==> config.mk <==
export PLATFORM = sky130hd
export DESIGN_NAME = mosi_line_coherence_fsm
export DESIGN_NICKNAME = d
export VERILOG_FILES = /design/src/mlc_pkg.sv /design/src/mlc_transition.sv /design/src/mosi_line_coherence_fsm.sv
export SDC_FILE = /design/constraint.sdc
export NUM_CORES = 1
export LEC_CHECK = 0
export ABC_CLOCK_PERIOD_IN_PS = 3700
export BUFFER_PORTS_ARGS = -buffer_cell sky130_fd_sc_hd__buf_2
export CAP_MARGIN = 20
export CORE_UTILIZATION = 50
export DETAILED_ROUTE_END_ITERATION = 8
export GPL_TIMING_DRIVEN = 0
export MAX_ROUTING_LAYER = met4
export PLACE_DENSITY = 0.77
export SLEW_MARGIN = 10
export SYNTH_ARGS = -nofsm -noshare
export SYNTH_HDL_FRONTEND = slang
export SYNTH_SLANG_ARGS = --single-unit
==> constraint.sdc <==
create_clock -name clk_i -period 3.7 [get_ports clk_i]
set_input_delay 0.37 -clock clk_i [delete_from_list [all_inputs] [get_ports clk_i]]
set_output_delay 0.37 -clock clk_i [all_outputs]
set_load 0.1 [all_outputs]
==> src/mlc_pkg.sv <==
// ----------------------------------------------------------------------------
// mlc_pkg
// Shared types, codes and helpers for the MOSI line coherence controller.
// ----------------------------------------------------------------------------
package mlc_pkg;

  localparam int unsigned ADDR_BITS      = 32;
  localparam int unsigned MODULE_ID_BITS = 4;
  localparam int unsigned CMD_BITS       = 3;
  localparam int unsigned LS_BITS        = 3;

  typedef logic [ADDR_BITS-1:0]      addr_t;
  typedef logic [MODULE_ID_BITS-1:0] mid_t;
  typedef logic [LS_BITS-1:0]        ls_code_t;

  typedef enum logic [CMD_BITS-1:0] {
    CMD_LOAD  = 3'd0,
    CMD_STORE = 3'd1,
    CMD_GETS  = 3'd2,
    CMD_GETM  = 3'd3,
    CMD_DATA  = 3'd4
  } cmd_e;

  typedef enum logic [7:0] {
    ST_I  = 8'b0000_0001,
    ST_IM = 8'b0000_0010,
    ST_IS = 8'b0000_0100,
    ST_S  = 8'b0000_1000,
    ST_SM = 8'b0001_0000,
    ST_O  = 8'b0010_0000,
    ST_OM = 8'b0100_0000,
    ST_M  = 8'b1000_0000
  } state_e;

  localparam ls_code_t LS_I  = 3'd0;
  localparam ls_code_t LS_IM = 3'd1;
  localparam ls_code_t LS_IS = 3'd2;
  localparam ls_code_t LS_S  = 3'd3;
  localparam ls_code_t LS_SM = 3'd4;
  localparam ls_code_t LS_O  = 3'd5;
  localparam ls_code_t LS_OM = 3'd6;
  localparam ls_code_t LS_M  = 3'd7;

  typedef struct packed {
    logic   issue_gets;
    logic   issue_getm;
    logic   data_to_processor;
    logic   data_to_bus;
    logic   shared_assert;
    logic   miss_event;
    logic   protocol_error;
    state_e next_state;
  } result_t;

  function automatic ls_code_t state_code(input state_e st);
    ls_code_t code;
    unique case (st)
      ST_I:    code = LS_I;
      ST_IM:   code = LS_IM;
      ST_IS:   code = LS_IS;
      ST_S:    code = LS_S;
      ST_SM:   code = LS_SM;
      ST_O:    code = LS_O;
      ST_OM:   code = LS_OM;
      ST_M:    code = LS_M;
      default: code = LS_I;
    endcase
    return code;
  endfunction

endpackage

==> src/mlc_transition.sv <==
// ----------------------------------------------------------------------------
// mlc_transition
// Next-state and action decode for one processor request or snooped message.
// ----------------------------------------------------------------------------
module mlc_transition import mlc_pkg::*; (
  input  logic [CMD_BITS-1:0] command_i,
  input  mid_t                source_module_i,
  input  mid_t                own_module_id_i,
  input  state_e              state_i,
  output result_t             result_o
);

  logic own;

  assign own = (source_module_i == own_module_id_i);

  always_comb begin
    result_o            = '0;
    result_o.next_state = state_i;
    unique case (command_i) inside
      CMD_LOAD, CMD_STORE: begin
        unique case (state_i)
          ST_I: begin
            result_o.miss_event = 1'b1;
            if (command_i == CMD_LOAD) begin
              result_o.issue_gets = 1'b1;
              result_o.next_state = ST_IS;
            end else begin
              result_o.issue_getm = 1'b1;
              result_o.next_state = ST_IM;
            end
          end
          ST_S, ST_O: begin
            if (command_i == CMD_LOAD) begin
              result_o.data_to_processor = 1'b1;
            end else begin
              result_o.issue_getm = 1'b1;
              result_o.miss_event = 1'b1;
              result_o.next_state = (state_i == ST_S) ? ST_SM : ST_OM;
            end
          end
          ST_M: begin
            result_o.data_to_processor = 1'b1;
          end
          default: begin
            result_o.protocol_error = 1'b1;
          end
        endcase
      end
      CMD_GETS: begin
        unique case (state_i)
          ST_S: begin
            result_o.shared_assert = 1'b1;
          end
          ST_O, ST_OM: begin
            result_o.shared_assert = 1'b1;
            result_o.data_to_bus   = 1'b1;
          end
          ST_M: begin
            result_o.shared_assert = 1'b1;
            result_o.data_to_bus   = 1'b1;
            result_o.next_state    = ST_O;
          end
          default: begin
          end
        endcase
      end
      CMD_GETM: begin
        unique case (state_i)
          ST_S: begin
            result_o.next_state = ST_I;
          end
          ST_O, ST_M: begin
            result_o.data_to_bus = 1'b1;
            result_o.next_state  = ST_I;
          end
          ST_SM: begin
            if (!own) begin
              result_o.shared_assert = 1'b1;
              result_o.next_state    = ST_IM;
            end
          end
          ST_OM: begin
            result_o.data_to_bus = 1'b1;
            if (!own) begin
              result_o.next_state = ST_IM;
            end
          end
          default: begin
          end
        endcase
      end
      CMD_DATA: begin
        unique case (state_i)
          ST_IM, ST_SM, ST_OM: begin
            result_o.data_to_processor = 1'b1;
            result_o.next_state        = ST_M;
          end
          ST_IS: begin
            result_o.data_to_processor = 1'b1;
            result_o.next_state        = ST_S;
          end
          default: begin
          end
        endcase
      end
      default: begin
        result_o.protocol_error = 1'b1;
      end
    endcase
  end

endmodule

==> src/mosi_line_coherence_fsm.sv <==
// ----------------------------------------------------------------------------
// mosi_line_coherence_fsm
// Snooping-bus MOSI coherence controller for a single cache line.
// ----------------------------------------------------------------------------
// a request is held in the input register, then its result in the result register
// throughput: one transaction per cycle while the result side does not stall, set by the
// state update between the input register and the result register
// reset: line state goes to I, own module id to 0, both stages empty
module mosi_line_coherence_fsm import mlc_pkg::*; (
  input  logic                clk_i,
  input  logic                rst_ni,
  input  logic                cfg_valid_i,
  output logic                cfg_ready_o,
  input  mid_t                cfg_data_i,
  input  logic                in_valid_i,
  output logic                in_ready_o,
  input  logic [CMD_BITS-1:0] command_i,
  input  addr_t               line_address_i,
  input  mid_t                source_module_i,
  output logic                out_valid_o,
  input  logic                out_ready_i,
  output logic                issue_gets_o,
  output logic                issue_getm_o,
  output logic                data_to_processor_o,
  output logic                data_to_bus_o,
  output mid_t                bus_destination_o,
  output logic                shared_assert_o,
  output logic                miss_event_o,
  output logic                protocol_error_o,
  output addr_t               result_address_o,
  output ls_code_t            line_state_o
);

  logic                in_valid_q, in_valid_d;
  logic [CMD_BITS-1:0] cmd_q;
  addr_t               addr_q;
  mid_t                src_q;
  mid_t                own_id_q;
  state_e              state_q;
  logic                out_valid_q, out_valid_d;
  result_t             res;
  logic                in_accept;
  logic                advance;
  logic                any_move;

  logic     gets_q, getm_q, to_proc_q, to_bus_q, shared_q, miss_q, err_q;
  mid_t     dest_q;
  addr_t    raddr_q;
  ls_code_t ls_q;

  mlc_transition u_transition (
    .command_i       (cmd_q),
    .source_module_i (src_q),
    .own_module_id_i (own_id_q),
    .state_i         (state_q),
    .result_o        (res)
  );

  assign cfg_ready_o = 1'b1;
  assign advance     = in_valid_q && (!out_valid_q || out_ready_i);
  assign in_ready_o  = !in_valid_q || advance;
  assign in_accept   = in_valid_i && in_ready_o;
  assign in_valid_d  = in_accept || (in_valid_q && !advance);
  assign out_valid_d = advance || (out_valid_q && !out_ready_i);
  assign any_move    = res.issue_gets || res.issue_getm || res.data_to_processor
                       || res.data_to_bus;

  always_ff @(posedge clk_i or negedge rst_ni) begin
    if (!rst_ni) begin
      in_valid_q  <= 1'b0;
      out_valid_q <= 1'b0;
      state_q     <= ST_I;
      own_id_q    <= '0;
    end else begin
      in_valid_q  <= in_valid_d;
      out_valid_q <= out_valid_d;
      if (advance) begin
        state_q <= res.next_state;
      end
      if (cfg_valid_i && cfg_ready_o) begin
        own_id_q <= cfg_data_i;
      end
    end
  end

  always_ff @(posedge clk_i) begin
    if (in_accept) begin
      cmd_q  <= command_i;
      addr_q <= line_address_i;
      src_q  <= source_module_i;
    end
  end

  always_ff @(posedge clk_i) begin
    if (advance) begin
      gets_q    <= res.issue_gets;
      getm_q    <= res.issue_getm;
      to_proc_q <= res.data_to_processor;
      to_bus_q  <= res.data_to_bus;
      shared_q  <= res.shared_assert;
      miss_q    <= res.miss_event;
      err_q     <= res.protocol_error;
      dest_q    <= res.data_to_bus ? src_q : '0;
      raddr_q   <= any_move ? addr_q : '0;
      ls_q      <= state_code(res.next_state);
    end
  end

  assign out_valid_o         = out_valid_q;
  assign issue_gets_o        = gets_q;
  assign issue_getm_o        = getm_q;
  assign data_to_processor_o = to_proc_q;
  assign data_to_bus_o       = to_bus_q;
  assign bus_destination_o   = dest_q;
  assign shared_assert_o     = shared_q;
  assign miss_event_o        = miss_q;
  assign protocol_error_o    = err_q;
  assign result_address_o    = raddr_q;
  assign line_state_o        = ls_q;

endmodule

# Word level (Yosys, flattened, before mapping)

Cells that the tools add are included.

Equality and inequality tests: 20
Mux-type cells: 26
Reductions and logical operators: 27

Operators by type and width:

| kind                 | count |
|---|---|
| $pmux W8 S2          | 3 |
| $pmux W8 S4          | 1 |
| $mux W8              | 3 |
| $pmux W3 S7          | 1 |
| $eq A8 B2 Y1 const B | 2 |
| $eq A8 B3 Y1 const B | 2 |
| $eq A8 B4 Y1 const B | 2 |
| $eq A8 B5 Y1 const B | 2 |
| $eq A8 B6 Y1 const B | 2 |
| $eq A8 B7 Y1 const B | 2 |
| $eq A8 B8 Y1 const B | 2 |
| $reduce_or A3 Y1     | 5 |
| $reduce_or A4 Y1     | 3 |
| $mux W1              | 10 |
| $eq A8 B1 Y1 const B | 1 |
| $pmux W1 S2          | 4 |
| $logic_or A1 B1 Y1   | 7 |
| $mux W7              | 1 |
| $eq A3 B2 Y1 const B | 2 |
| $reduce_or A2 Y1     | 3 |
| $eq A4 B4 Y1         | 1 |
| $logic_and A1 B1 Y1  | 4 |
| $logic_not A1 Y1     | 4 |
| $pmux W2 S2          | 1 |
| other kinds (5)      | 5 |

Register bits after elaboration: 99
Output and inout bits: 49
Word-level logic and storage cells: 90

# Logic depth before layout (Yosys ltp)

Gate-level depths: netlist of the first run.

Word-level depth: 7
Mapped depth: 9
Gate-level depth less buffers: 7

# Cells and area by module

A second synthesis of the first run with hierarchy kept.

Cell total of the unflattened synthesis: 281
Area total of the unflattened synthesis: 4135.2 sq um

By module, submodules not included:

| module                  | times used | cells an instance | area each (sq um) | seq. area each (sq um) |
|---|---|---|---|---|
| mosi_line_coherence_fsm | 1          | 182               | 3512.1            | 2904.0 |
| mlc_transition          | 1          | 99                | 623.1             | 0.0 |

# Worst setup path before layout of the first run

Ideal clock, no wire load.

Kind: register to register
Start point: register out_valid_q, in the netlist out_valid_o
End point: register addr_q[0], enable pin
Setup time: 0.437 ns
Arrival time: 2.806 ns
Required time: 3.263 ns
Slack: 0.457 ns
Cell stages (with the launch flop): 3
Buffers on the path: 0
Clock period less this slack: 3.243 ns
Path through: dfrtp_1 -> nand3b_1 -> and2_1

Longest elaborated chain between the ends: 5

RTL lines:

| item                     | RTL line                      | text |
|---|---|---|
| start: declaration       | mosi_line_coherence_fsm.sv:40 | `logic out_valid_q, out_valid_d;` |
| start signal: assignment | mosi_line_coherence_fsm.sv:76 | `out_valid_q <= out_valid_d;` |
| $logic_not A1 Y1         | mosi_line_coherence_fsm.sv:60 | `assign advance = in_valid_q && (!out_valid_q \|\| out_ready_i);` |
| $logic_or A1 B1 Y1       | mosi_line_coherence_fsm.sv:60 |  |
| $logic_and A1 B1 Y1      | mosi_line_coherence_fsm.sv:60 |  |
| $logic_or A1 B1 Y1       | mosi_line_coherence_fsm.sv:61 | `assign in_ready_o = !in_valid_q \|\| advance;` |
| net in_ready_o           | mosi_line_coherence_fsm.sv:16 | `output logic in_ready_o,` |
| $logic_and A1 B1 Y1      | mosi_line_coherence_fsm.sv:62 | `assign in_accept = in_valid_i && in_ready_o;` |
| net in_accept            | mosi_line_coherence_fsm.sv:42 | `logic in_accept;` |
| end signal: assignment   | mosi_line_coherence_fsm.sv:89 | `addr_q <= line_address_i;` |
| end: declaration         | mosi_line_coherence_fsm.sv:36 | `addr_t addr_q;` |

The timed path passes the listed nets, and every way through them passes these cells.
A chain may end at the register's enable or synchronous reset.

# Final worst setup path of the first run

Start point: register state_q[0]
End point: register ls_q[2], in the netlist line_state_o[2] (data pin)

Longest elaborated chain between the ends: 7
Elaborated cells on any way between the ends: 28
Those cells by class: eq/ne (15); mux (9); reduce/logical (4)

RTL lines:

| item                                       | RTL line                                                         | text |
|---|---|---|
| start: declaration                         | mosi_line_coherence_fsm.sv:39                                    | `state_e state_q;` |
| start signal: assignment                   | mosi_line_coherence_fsm.sv:78                                    | `state_q <= res.next_state;` |
| $eq A8 B4 Y1                               | mlc_transition.sv:22, mlc_transition.sv:39, mlc_transition.sv:69 |  |
| $mux W7                                    | mlc_transition.sv:39                                             | `result_o.next_state = (state_i == ST_S) ? ST_SM : ST_OM;` |
| $mux W8                                    | mlc_transition.sv:34                                             | `if (command_i == CMD_LOAD) begin` |
| $pmux W8 S2                                | mlc_transition.sv:22                                             | `unique case (state_i)` |
| $pmux W8 S4 *                              | mlc_transition.sv:20                                             | `unique case (command_i) inside` |
| $eq A8 B8 Y1, or another cell as far along | mlc_pkg.sv:57                                                    | `unique case (st)` |
| $pmux W3 S7 *                              | mlc_pkg.sv:57                                                    |  |
| end signal: assignment                     | mosi_line_coherence_fsm.sv:105                                   | `ls_q <= state_code(res.next_state);` |
| end: declaration                           | mosi_line_coherence_fsm.sv:49                                    | `ls_code_t ls_q;` |

Mark *: on every way between the ends. The rest lies on a longest branch, timed or not.

==> results.md, run 1 <==
- The flow ran to the end, and the final reports show no timing, DRC or antenna violations.
- The most used flip-flop cell after synthesis is sky130_fd_sc_hd__edfxtp_1.
- The number of global-route vias before repair is 2662.
- IR analysis of the VDD net gives a maximum drop of ~0.00035 V.
- The clock skew is about 0.015 ns.
- The cell count after synthesis came out at 305.
- The setup path with the least slack is of type flop to flop.
- The first global-routing pass estimated 13200 µm of wire.
- The relative slew slack is approximately 48%.
- The die covers 8940 µm².
- The actual transition at the worst max-transition pin is between 0.7 and 0.8 ns.
- Relative to the synthesized area, the layout overhead comes to 19.8%.
- The cell area after layout is roughly 5100 µm².
- The largest delay contributor family on the critical path is compound AO/OA/AOI/OAI gates.
- Port buffering added 95 buffers.
- The post-route netlist has between 30% and 40% of its cells at a drive strength greater than 1.
- Clock tree synthesis selected as its root buffer the cell sky130_fd_sc_hd__clkbuf_8.
- The number of nets handed over by synthesis was 353.
- Setup violations remaining at the end of the flow were counted as 0.
- The share of synthesized registers carrying an async set or reset is between 10% and 20%.
- The worst setup path is captured at a flop.
- Subtracting the final worst setup slack from the clock period gives 3.18 ns.
- TritonCTS built the clock tree.
- At the end of the flow, the number of nets in the layout was roughly 460.
- The area inside the core boundary is around 8300 µm².
- The synthesized cell area is roughly 4300 µm².
- The internal power of the cells is approximately 1.8 mW.
- The sequential fraction of design power is between 40% and 50%.
- Yosys attributes the largest share of cell area to sky130_fd_sc_hd__edfxtp_1 (60%), sky130_fd_sc_hd__dfrtp_1 (7.6%), sky130_fd_sc_hd__and2_1 (5.7%).
- Along the worst path, the maximum fanout reaches 9.
- The number of enable-type register cells in the synthesized netlist is 85.
- The first detailed-routing pass ran for 4 iterations.
- After layout, the worst path uses a little under nine tenths of the clock period.
- The initial antenna violation count came to 0.
- The hold violation total from the final report is 0.
- Counting every sink on the clock net gives 99.
- The max-slew violation total from the final report is 0.
- The die width is about 95 µm.
- The number of clock buffers inserted by TritonCTS is 9.
- A synthesized cell averages ~14 µm².
- The number of antenna diodes in the final layout is 0.
- The leakage power of the design is ~2.1 nW.
- The clock tree synthesis step divided the H-tree into 3 levels.
- At the worst endpoint, the required time is about 3.8 ns.
- The total global-route track usage is about a fifth.
- The kind of path behind the tightest hold check is input port to flop.
- Per report_power, the clock group accounts for a little under a quarter of the total.
- The unique cell type count in the Yosys netlist is between 60 and 70.
- The cell taking the most area after synthesis is sky130_fd_sc_hd__edfxtp_1.
- The part of the Yosys area used for sequential elements is between 60% and 70%.
- For this run, the top clock speed supported by timing is about 310 MHz.
- The count of buffer and inverter cells on the critical path is 2.
- The routed layout has 2828 vias.
- The data arrival time of the worst path is about 3.3 ns.
- The count of state elements after synthesis is between 90 and 100.
- The number of rows in the core area is 33.
- The worst-path cell with the longest stage delay is sky130_fd_sc_hd__dfstp_2.
- The placed instance area is 4930 µm².
- The deepest clock path buffer count is 2.
- The peak per-stage delay on the critical path is about 0.52 ns.
- Pin placement for this block handled 97 I/O pins.
- Walking the worst path, the cells encountered are buf_2 > or4b_4 > o21ai_2 > o211ai_2 > or3_1 > buf_6 > a21oi_2 > nor4_1 > o311a_1.
- Entering global routing, the biggest net connects 39 pins.
- Net switching is between 30% and 40% of the power.
- Using the TritonRoute via totals, the vias-per-cell ratio works out to roughly 5.4.
- The category of the worst setup path launch point is a flop.
- The HPWL reported at the end of detailed placement is between 6000 and 7000 µm.
- The areal power density over the cells is approximately 570 nW/µm².
- The source-to-sink clock delay at the later pin of the worst-skew pair is between 0.3 and 0.4 ns.
- Setup repair after global routing left no endpoint under its margin.
- The detail route stage leaves a number of antenna-violating nets equal to 0.
- The congestion estimate from routability-driven global placement came to ~0.9.
- The part of the power in combinational logic is between 30% and 40%.
- The total detailed-routing wirelength is roughly 8700 µm.
- After detailed routing, the number of remaining DRC violations is 0.
- The initial cell density of the core is 51.8%.
- From bottom edge to top edge, the die measures ~95 µm.
- The detailed router finished its first iteration with roughly 220 violations.
- For the final routed database, the setup TNS stands at 0 ns.
- The tool flagged a number of max-cap violations equal to 0.
- After global routing the overflow that remains totals 0.
- The clock transition at the registers of the reported paths is about 0.11 ns.
- The switching power is roughly 1.1 mW.
- Dividing the detail-routed wire length by the instance count gives about 17 µm.
- Yosys printed 0 warnings.
- After synthesis, the largest area contributor takes up 59.6% of total cell area.
==> routing by layer <==
| layer | up-vias | part of all wire, % | routed length (µm) | global-route usage [%] |
|---|---|---|---|---|
| met5 | - | 0 | 0 | - |
| met2 | 99 | 50 | 4310 | 33.5 |
| met4 | 0 | 1.7 | 148 | 8.08 |
| met3 | 14 | 6.9 | 596 | 5.88 |
| li1 | 1367 | - | - | - |
| met1 | 1348 | 42 | 3640 | 25.2 |
==> area by class of cell <==
class | instances | area [µm²]
plain buffers | 16 | 106
well taps | 105 | 131
multi-input cells | 184 | 1250
clock inverters | 7 | 67.6
inverters | 6 | 22.5
fillers | 651 | 3130
flip-flops and latches | 99 | 2900
repair buffers | 98 | 526
clock buffers | 9 | 124
==> cells in the final DEF (no fill, tap or decap), types with 3 or more instances in the layout <==
master                      Yosys  final
sky130_fd_sc_hd__nand4_1        7      7
sky130_fd_sc_hd__clkbuf_1       5      5
sky130_fd_sc_hd__nand3_1        4      4
sky130_fd_sc_hd__o21ai_0       13     13
sky130_fd_sc_hd__inv_6          0      3
sky130_fd_sc_hd__nor3_1         5      5
sky130_fd_sc_hd__clkbuf_8       0      9
sky130_fd_sc_hd__a21oi_1        6      6
sky130_fd_sc_hd__mux2_2         6      6
sky130_fd_sc_hd__and3_1         3      3
sky130_fd_sc_hd__nand2b_1       4      4
sky130_fd_sc_hd__buf_2          4     99
sky130_fd_sc_hd__dfrtp_1       13     13
sky130_fd_sc_hd__inv_1          6      5
sky130_fd_sc_hd__o31ai_1        3      3
sky130_fd_sc_hd__edfxtp_1      85     85
sky130_fd_sc_hd__buf_4          3      3
sky130_fd_sc_hd__nor2b_1        6      6
sky130_fd_sc_hd__o2111ai_1      3      3
sky130_fd_sc_hd__nor2_1        15     15
sky130_fd_sc_hd__xor2_1         4      4
sky130_fd_sc_hd__nor4_2         3      3
sky130_fd_sc_hd__buf_6          4      4
sky130_fd_sc_hd__and2_1        39     38
sky130_fd_sc_hd__xnor2_1        4      4
sky130_fd_sc_hd__nand2_1       12     12
==> metrics by stage <==
step | setup WS, ns | cells | total power, mW | hold WS [ns] | utilization (%)
2_1_floorplan | 0.457 | 305 | 2.11 | 0.0744 | -
4_1_cts | 0.532 | 524 | 2.93 | 0.151 | 62.1
5_1_grt | 0.296 | 524 | 3.05 | 0.136 | 62.1
3_3_place_gp | 0.563 | 505 | 2.25 | 0.282 | 59.2
3_5_place_dp | 0.539 | 507 | 2.27 | 0.285 | 59.7
6_report | 0.518 | 524 | 2.92 | 0.160 | 62.1
==> state kept, by name, indices dropped and copies added (netlist names) <==
| name | cells |
|---|---|
| shared_assert_o | 1 |
| data_to_bus_o | 1 |
| cmd_q | 3 |
| result_address_o | 32 |
| miss_event_o | 1 |
| issue_getm_o | 1 |
| protocol_error_o | 1 |
| src_q | 4 |
| out_valid_o | 1 |
| bus_destination_o | 4 |
| addr_q | 32 |
| data_to_processor_o | 1 |
| own_id_q | 4 |
| issue_gets_o | 1 |
| in_valid_q | 1 |
| state_q | 8 |
| line_state_o | 3 |
==> power by group through the flow <==
stage          sequential [mW]  combinational, mW  clock (mW)
4_1_cts                   1.37              0.875       0.687
5_1_grt                   1.38              0.932       0.735
6_report                  1.37              0.879       0.676
3_5_place_dp              1.39              0.874           0
2_1_floorplan             1.77              0.333           0
3_3_place_gp              1.39              0.855           0
==> logic make-up (layout without fill, tap and decap cells) <==
kind of cell	after synthesis	after routing	synth area share, %
other	1	1	0.0876
DFF	99	99	67.8
and+or+nand+nor	112	112	15.8
muxes	6	6	1.58
xor gates and xnor gates	8	8	1.64
AOI/OAI and AO/OA	57	57	10.1
buffers and inverters	22	136	3.01
==> synthesized netlist by cell type (2+ instances only) <==
| library cell | number |
|---|---|
| sky130_fd_sc_hd__a211oi_1 | 2 |
| sky130_fd_sc_hd__a21boi_0 | 2 |
| sky130_fd_sc_hd__a21oi_1 | 6 |
| sky130_fd_sc_hd__a31oi_1 | 2 |
| sky130_fd_sc_hd__and2_1 | 39 |
| sky130_fd_sc_hd__and3_1 | 3 |
| sky130_fd_sc_hd__buf_2 | 4 |
| sky130_fd_sc_hd__buf_4 | 3 |
| sky130_fd_sc_hd__buf_6 | 4 |
| sky130_fd_sc_hd__clkbuf_1 | 5 |
| sky130_fd_sc_hd__dfrtp_1 | 13 |
| sky130_fd_sc_hd__edfxtp_1 | 85 |
| sky130_fd_sc_hd__inv_1 | 6 |
| sky130_fd_sc_hd__mux2_2 | 6 |
| sky130_fd_sc_hd__nand2_1 | 12 |
| sky130_fd_sc_hd__nand2b_1 | 4 |
| sky130_fd_sc_hd__nand3_1 | 4 |
| sky130_fd_sc_hd__nand4_1 | 7 |
| sky130_fd_sc_hd__nor2_1 | 15 |
| sky130_fd_sc_hd__nor2b_1 | 6 |
| sky130_fd_sc_hd__nor3_1 | 5 |
| sky130_fd_sc_hd__nor4_2 | 3 |
| sky130_fd_sc_hd__o2111ai_1 | 3 |
| sky130_fd_sc_hd__o211a_1 | 2 |
| sky130_fd_sc_hd__o21a_1 | 2 |
| sky130_fd_sc_hd__o21ai_0 | 13 |
| sky130_fd_sc_hd__o2bb2ai_1 | 2 |
| sky130_fd_sc_hd__o31ai_1 | 3 |
| sky130_fd_sc_hd__o41ai_1 | 2 |
| sky130_fd_sc_hd__xnor2_1 | 4 |
| sky130_fd_sc_hd__xor2_1 | 4 |
==> worst paths after layout <==
path	startpoint	endpoint	slack, ns	cells past startpoint
max	state_q[0]	line_state_o[2]	0.52	9
min	line_address_i[10]	addr_q[10]	0.16	1
min reg2reg	in_valid_q	out_valid_o	0.51	1
max reg2reg	state_q[0]	line_state_o[2]	0.52	9
min in group asynchronous	rst_ni	state_q[2]	0.42	2
max in group asynchronous	rst_ni	state_q[0]	2.99	2
==> repair_timing <==
action / in CTS / in global routing
gates resized for setup: 0 / 0
endpoints found under the hold margin: 13 / 0
buffers inserted: 0 / 0
hold buffers: 1 / 0
(Power assumes the default switching activity.)
==> inputs of run 2 (changes only) <==
--- a/config.mk
+++ b/config.mk
@@ -13,6 +13,7 @@
 export GPL_TIMING_DRIVEN = 0
 export MAX_ROUTING_LAYER = met4
 export PLACE_DENSITY = 0.77
+export RECOVER_POWER = 50
 export SLEW_MARGIN = 10
 export SYNTH_ARGS = -nofsm -noshare
 export SYNTH_HDL_FRONTEND = slang
==> run 2 against run 1 <==
The run now ends with capacitance limit, slew limit left. Via count increased by 2.0%. Largest cell class unchanged. Fmax decreased by 0.30%. Clock power is essentially flat.
==> results.md, run 2 (synthesized netlist as in run 1, its figures left out) <==
- The flow ran to the end, but the final reports show violations.
- The final reports fail on capacitance limit, slew limit.
- In this run the deepest clock path goes through 2 buffers.
- The floorplan step set the die height to roughly 95 µm.
- The largest single stage delay on the critical path is around 0.52 ns.
- The worst hold path belongs to the class input port to flop.
- The hold violation total from the final report was 0.
- The detailed router placed roughly 2900 vias in this run.
- For the pin with the worst max-slew slack, the measured transition is ~2 ns.
- The kind of cell with the highest combined delay along the critical path is compound AO/OA/AOI/OAI gates.
- The proportion of layout cells with a drive suffix above 1 is 28.2%.
- The data arrival time of the worst path is 3.33 ns.
- The global placement routability congestion is slightly below 0.9.
- The worst-case register-to-register setup slack is between 0.5 and 0.6 ns.
- The area inside the core boundary is between 8000 and 9000 µm².
- The worst register-to-register path begins at state_q[0].
- The top cell types in the final layout, fill and taps aside, are sky130_fd_sc_hd__edfxtp_1 (85), sky130_fd_sc_hd__buf_2 (72), sky130_fd_sc_hd__and2_1 (38), sky130_fd_sc_hd__clkbuf_1 (33), sky130_fd_sc_hd__nor2_1 (15).
- The worst reg2reg path depth is 9.
- The number of antenna diodes in the final layout is 0.
- The clock skew is around 0.017 ns.
- In this run the static leakage power is 1.98 nW.
- The capture instance of the worst register-to-register path is line_state_o[2].
- The top fanout value on the critical path is 9.
- The clock root buffer is sky130_fd_sc_hd__clkbuf_8.
- The clock network burns around 23% of the power.
- The max-slew violation total from the final report was 39.
- Of the available clock period, the critical path in the final layout requires ~86%.
- Input and output buffers added on the ports amount to 95.
- The wire length of the first global-routing pass is 13200 µm.
- Setup repair after global routing left no endpoint under its margin.
- The upper clock frequency limit is 313 MHz.
- The count of buffer and inverter cells on the critical path is 2.
- The critical path capture point type is a flop.
- The finished cells cover 5080 µm².
- Prior to clock tree synthesis, the placed netlist has a worst setup slack of 0.539 ns.
- The worst-path cell with the longest stage delay is sky130_fd_sc_hd__dfstp_2.
- The number of sinks on the clock net is between 90 and 100.
- Once the floorplan was initialized, standard cells occupied 51.8% of the core.
- The number of search-and-repair iterations in the first detailed-routing pass is 5.
- The HPWL reported at the end of detailed placement is 6300 µm.
- Global routing used between 20% and 30% of the available tracks across all layers.
- The areal power density over the cells is about 570 nW/µm².
- Of the total power, the share spent switching nets is a little under two fifths.
- For this run, the share of the core covered by cells in the final layout is 61.5%.
- After global routing the overflow that remains totals 0.
- For this run, design rule violations remaining after detail routing come to 0.
- The part of the power in combinational logic is slightly below 30%.
- The total detailed-routing wirelength is 8750 µm.
- The post-synthesis to final-layout area growth is 18.6%.
- The die width is about 95 µm.
- The last element of the critical path is line_state_o[2].
- The total number of cells along the worst setup path is 9.
- The category of the worst setup path launch point is a flop.
- The post-CTS repair timing setup buffer count is 0.
- The detail route stage leaves a number of antenna-violating nets equal to 0.
- Pin placement for this block handled 97 I/O pins.
- The number of levels in the clock H-tree is 3.
- The maximum VDD drop is approximately 0.00035 V.
- The final setup violation count is 0.
- The critical setup path kind is flop to flop.
- Traced cell by cell, the critical path runs through buf_2 > or4b_4 > o21ai_2 > o211ai_2 > or3_1 > buf_6 > a21oi_2 > nor4_1 > o311a_1.
- Once placement finished, the instance area stood at 4930 µm².
- In the final timing run, aggregate negative setup slack is 0 ns.
- Summed over all nets, the switching power comes to 1.11 mW.
- The worst path needs about 3.2 ns of the cycle, external delays included.
- After floorplanning, the core was divided into 33 placement rows.
- The library cell used most frequently in the layout, excluding fill and tap cells, is sky130_fd_sc_hd__edfxtp_1.
- Dividing the detail-routed via count by the number of cells gives approximately 5.5.
- Headroom to the max-slew limit came out at -35.7%.
- After clock tree synthesis, the clock-pin slew on the worst setup and hold paths is 0.11 ns.
- The clock tree from TritonCTS is built.
- The final worst slack is between 0.5 and 0.6 ns.
- Per report_power, the sequential group accounts for 47.0% of the total.
- The number of nets in the final layout is ~460.
- The initial antenna violation count is 0.
- The completed layout was analyzed and its total power is just under 3 mW.
- Across the run, the number of max-cap violations was 1.
- The total die area is around 8900 µm².
- The internal power of the cells is between 1.5 and 2 mW.
- The number of global-route vias before repair is approximately 2700.
- The routed wirelength normalized by instance count is 16.7 µm.
- In this run, the number of DRC markers left after iteration 0 of detailed routing was about 230.
- Clock tree synthesis inserted a total of 9 buffers.
- The critical path data required time is between 3 and 4 ns.
- The largest net degree at the start of global routing is 39.
- The clock reaches the later pin of the worst-skew pair after around 0.38 ns.
- In this run the worst setup path begins at state_q[0].
[run 2: cell count changes in the layout (fill, tap and decap cells not counted)]
| cell | change |
|---|---|
| sky130_fd_sc_hd__buf_2 | -27 |
| sky130_fd_sc_hd__and2_2 | -1 |
| sky130_fd_sc_hd__and2_0 | +1 |
| sky130_fd_sc_hd__buf_12 | -1 |
| sky130_fd_sc_hd__clkbuf_1 | +28 |
[run 2: timing repair]
| item | 4_1_cts | 5_1_grt |
|---|---|---|
| hold endpoints to repair | 13 | 0 |
| hold buffers | 1 | 0 |
| resized for setup | 0 | 0 |
[run 2: how the worst min path moves through the flow]
stage                             startpoint           to  slack, ns  cells past startpoint
after floorplan                       rst_ni   in_valid_q       0.07                      0
after global placement                rst_ni  own_id_q[0]       0.28                      1
after detailed placement              rst_ni  own_id_q[0]       0.28                      1
after CTS                 line_address_i[10]   addr_q[10]       0.15                      1
after global routing      line_address_i[25]   addr_q[25]       0.14                      1
final                     line_address_i[10]   addr_q[10]       0.16                      1
[run 2: final cells by class]
| type | instances | area, µm² |
|---|---|---|
| clock buffer | 9 | 124 |
| inverter | 6 | 22.5 |
| fill | 667 | 3180 |
| clock inverter | 7 | 67.6 |
| sequential | 99 | 2900 |
| multi-input combinational | 184 | 1250 |
| buffer | 16 | 106 |
| timing repair buffer | 98 | 475 |
| tap | 105 | 131 |
[run 2: metrics by stage]
step,std cells,hold WS (ns)
floorplan,305,0.0744
global route,524,0.136
finish,524,0.156
global placement,505,0.282
CTS,524,0.151
detailed placement,507,0.285
[run 2: layer usage]
| metal | global-route usage [%] | part of all wire [%] | vias up |
|---|---|---|---|
| met4 | 8.08 | 2.0 | 0 |
| li1 | - | - | 1370 |
| met5 | - | 0 | - |
| met3 | 5.88 | 7.6 | 16 |
| met2 | 33.5 | 49 | 136 |
| met1 | 25.2 | 41 | 1362 |
[run 2: power groups by stage]
stage	clock, mW	sequential [mW]	combinational, mW
after floorplan	0	1.77	0.333
after global placement	0	1.39	0.855
after detailed placement	0	1.39	0.874
after CTS	0.687	1.37	0.875
after global routing	0.735	1.38	0.921
final	0.676	1.37	0.868
==> inputs of run 3 (changes only) <==
--- a/config.mk
+++ b/config.mk
@@ -5,6 +5,7 @@
 export SDC_FILE = /design/constraint.sdc
 export NUM_CORES = 1
 export LEC_CHECK = 0
+export ABC_AREA = 1
 export ABC_CLOCK_PERIOD_IN_PS = 3700
 export BUFFER_PORTS_ARGS = -buffer_cell sky130_fd_sc_hd__buf_2
 export CAP_MARGIN = 20
@@ -12,9 +13,8 @@
 export DETAILED_ROUTE_END_ITERATION = 8
 export GPL_TIMING_DRIVEN = 0
 export MAX_ROUTING_LAYER = met4
-export PLACE_DENSITY = 0.77
+export PLACE_DENSITY = 0.76
 export RECOVER_POWER = 50
-export SLEW_MARGIN = 10
 export SYNTH_ARGS = -nofsm -noshare
 export SYNTH_HDL_FRONTEND = slang
 export SYNTH_SLANG_ARGS = --single-unit
==> run 3 against run 2 <==
The run still ends with capacitance limit, slew limit left. Sequential share of layout area shrank 3.0 points. Via count grew 13%. Combinational power grew 95%. Worst setup slack gained 0.38 ns. Critical path type unchanged. Largest cell class unchanged.
==> results.md, run 3 <==
- The run finished, with violations left.
- The final reports fail on capacitance limit, slew limit.
- The relative slew slack is -21.4%.
- Leaving out fill and tap cells, the most frequent cells in the layout are sky130_fd_sc_hd__nand2_1 (96), sky130_fd_sc_hd__edfxtp_1 (85), sky130_fd_sc_hd__buf_2 (76), sky130_fd_sc_hd__inv_1 (69), sky130_fd_sc_hd__nor2_1 (57).
- Counting every net in the synthesized netlist gives slightly below 500.
- The initial antenna violation count is 0.
- Along the worst path, the maximum fanout reaches 41.
- The library cell used most frequently in the layout, excluding fill and tap cells, is sky130_fd_sc_hd__nand2_1.
- The met2 demand-to-capacity share in global routing is between 30% and 40%.
- The met3 usage is 5.76%.
- For this run, design rule violations remaining after detail routing come to 0.
- OpenSTA, run right after detailed placement, puts the worst setup slack at 1.43 ns.
- Setup repair after global routing left no endpoint under its margin.
- By area, the combinational part of the netlist is dominated by simple AND/OR/NAND/NOR gates.
- The total negative slack for setup checks is 0 ns.
- The number of vias per cell is a little under 5.
- The count of port buffers added during placement is 95.
- The sum of overflow across all layers after global routing is 0.
- The count of mapped cells out of synthesis is 441.
- The largest delay contributor family on the critical path is buffers and inverters.
- The average cell area after synthesis is 10.3 µm².
- The layout has 749 filler cells.
- The initial cell density of the core is between 50% and 60%.
- The critical path data required time is 3.66 ns.
- The fraction of the mapped netlist area in adder cells is 0%.
- From synthesis to final layout, the design area changed by 18.1%.
- The xor-xnor portion of the synthesized cell area is 0%.
- VDD sags by at most between 0.0003 and 0.0004 V.
- The count of buffer and inverter cells on the critical path is 2.
- The later pin in the worst-skew pair is clocked with a latency of 0.37 ns.
- The worst setup path is captured at a flop.
- The pre-antenna-repair detailed-routing pass consisted of 4 iterations.
- The clock tree from TritonCTS is built.
- In the synthesized netlist the async set-or-reset flop fraction comes to ~14%.
- Detailed placement ended at an HPWL of about 6500 µm.
- The critical path goes through nand2_1 > nand2_1 > inv_1 > dlymetal6s4s_1.
- In the global route stage, met1 resource usage came out at 24.5%.
- The number of enable-type register cells in the synthesized netlist is 85.
- After the first detailed-routing iteration, the DRC count stood at around 180.
- The final-layout worst hold slack is 0.175 ns.
- The hold violation total from the final report is 0.
- The post-CTS repair timing setup buffer count is 0.
- The slowest stage of the critical path belongs to the cell sky130_fd_sc_hd__dlymetal6s4s_1.
- Of all cell types, the one taking the most synthesized area is sky130_fd_sc_hd__edfxtp_1.
- For this run, the top clock speed supported by timing is between 300 and 400 MHz.
- The leakage power of the design is approximately 2.5 nW.
- The actual transition at the worst max-transition pin is roughly 1.8 ns.
- STA puts the critical path data arrival time at between 2 and 3 ns.
- The share of the synthesized area in the top cell type is 56.2%.
- Dividing total power by cell area gives a power density of ~730 nW/µm².
- The setup path with the least slack is of type flop to flop.
- The first global-routing pass estimated 14500 µm of wire.
- TritonCTS created 9 clock buffers.
- In the final layout, the share of cells above drive strength 1 is a little over a quarter.
- Tracing the worst setup path back leads to its startpoint at out_valid_o.
- met2 is the most crowded layer.
- The congestion estimate from routability-driven global placement came to roughly 1.
- For this run, the number of Yosys warnings is 0.
- Max-cap violations in this run came to 1.
- The clock transition at the registers of the reported paths is around 0.10 ns.
- The number of nets in the final layout is a little under 600.
- The max-slew violation total from the final report is between 40 and 50.
- The number of global-route vias before repair came to approximately 3100.
- The number of sinks on the clock net is between 90 and 100.
- The clock skew is approximately 0.012 ns.
- The unique cell type count in the Yosys netlist is 33.
- The synthesized cell area is 4540 µm².
- The total chip power is ~3.9 mW.
- Summed over all layers, the routed wires come to between 8000 and 9000 µm.
- Ranked by total cell area, the synthesized netlist is headed by sky130_fd_sc_hd__edfxtp_1 (56%), sky130_fd_sc_hd__nand2_1 (7.9%), sky130_fd_sc_hd__dfrtp_1 (7.2%).
- The antenna cell count is 0.
- The peak per-stage delay on the critical path is about 1.5 ns.
- The die is 97.3 µm wide.
- The hold-fix buffer count after cts is 1.
- The die boundary height is a little under 100 µm.
- The deepest clock path buffer count is 2.
- The final setup violation count is 0.
- The placed instance area is between 5000 and 6000 µm².
- The category of the worst setup path launch point is a flop.
- Across every metal layer, demand over resource in global routing totals between 20% and 30%.
- Dividing the detail-routed wire length by the instance count gives 13.4 µm.
- The floorplan has 34 rows.
- After synthesis, the share of cell area in mux cells is 0%.
- Setup slack on the critical path of the routed design comes to 0.892 ns.
- The cell occurring most often along the worst timing path is sky130_fd_sc_hd__nand2_1.
- Synthesis inferred 99 register bits.
- The simple-gate portion of the synthesized area is a little under a quarter.
- Summing the areas of all compound-gate instances in the mapped netlist gives 4.08% of the synthesized area.
- In this run the worst hold path is classified as input port to flop.
- The floorplan step defined a die boundary enclosing approximately 9500 µm².
- The number of gates resized after CTS is 0.
- In this run the standard cell core region covers approximately 8800 µm².
- The final route contains 3262 vias.
- The startpoint of the most critical hold path is line_address_i[16].
- The prevailing post-synth register cell is sky130_fd_sc_hd__edfxtp_1.
- In this run the count of I/O pins placed on the die edge is slightly below 100.
- Counting instances in the post-synthesis netlist gives the leading cell types as sky130_fd_sc_hd__nand2_1 (96), sky130_fd_sc_hd__edfxtp_1 (85), sky130_fd_sc_hd__inv_1 (70), sky130_fd_sc_hd__nor2_1 (57), sky130_fd_sc_hd__nand3_1 (28).
- The worst register-to-register path begins at out_valid_o.
- Entering global routing, the biggest net connects 42 pins.
- The number of levels in the clock H-tree is 3.
- The cell with the most instances after synthesis is sky130_fd_sc_hd__nand2_1.
- The part of the Yosys area used for sequential elements is 64.0%.
- The detail route stage leaves a number of antenna-violating nets equal to 0.
- Subtracting the final worst setup slack from the clock period gives between 2 and 3 ns.
- The cell area after layout is approximately 5400 µm².
- The final period utilization is between 70% and 80%.
- CTS placed an instance of sky130_fd_sc_hd__clkbuf_8 at the clock tree root.
-- run 3: cells by family (layout without fill, tap and decap cells) --
family | after synthesis | after routing
and+or+nand+nor | 226 | 226
other | 1 | 1
AOI/OAI and AO/OA | 29 | 29
buffers and inverters | 86 | 199
DFF | 99 | 99
-- run 3: per-layer routing --
| metal | wire (µm) | vias to the layer above |
|---|---|---|
| met5 | 0 | - |
| met4 | 163 | 0 |
| met3 | 558 | 13 |
| met2 | 4300 | 110 |
| met1 | 3870 | 1507 |
| li1 | - | 1632 |
-- run 3: final timing paths --
check	slack, ns	end	cells past startpoint
setup / recovery	0.89	result_address_o[21]	4
min in group asynchronous	0.60	state_q[4]	2
setup reg to reg	0.89	result_address_o[21]	4
hold reg to reg	0.52	out_valid_o	2
max in group asynchronous	2.57	own_id_q[2]	2
hold / removal	0.18	addr_q[16]	1
-- run 3: cell type report --
class	instances	area, µm²	share of cell area (%)
timing repair buffer	97	474	8.85
sequential	99	2900	54.2
tap	108	135	2.52
clock inverter	7	86.3	1.61
inverter	80	302	5.63
clock buffer	9	124	2.31
multi-input combinational	256	1280	23.8
buffer	6	56.3	1.05
-- run 3: stage by stage --
stage	utilization [%]	cells
after floorplan	-	441
after global placement	58.8	644
after detailed placement	59.0	645
after CTS	61.5	662
after global routing	61.2	662
final	61.2	662
-- run 3: power breakdown --
part	internal, mW	switching [mW]	total, mW
Combinational	0.383	1.31	1.69
Sequential	1.41	0.0735	1.49
Clock	0.324	0.398	0.722
-- run 3: worst register-to-register path, stage by stage, from the launching register on --
cell and delay (ns):
sky130_fd_sc_hd__dfrtp_1 0.42, sky130_fd_sc_hd__nand2_1 0.10, sky130_fd_sc_hd__nand2_1 0.09, sky130_fd_sc_hd__inv_1 0.30, sky130_fd_sc_hd__dlymetal6s4s_1 1.46
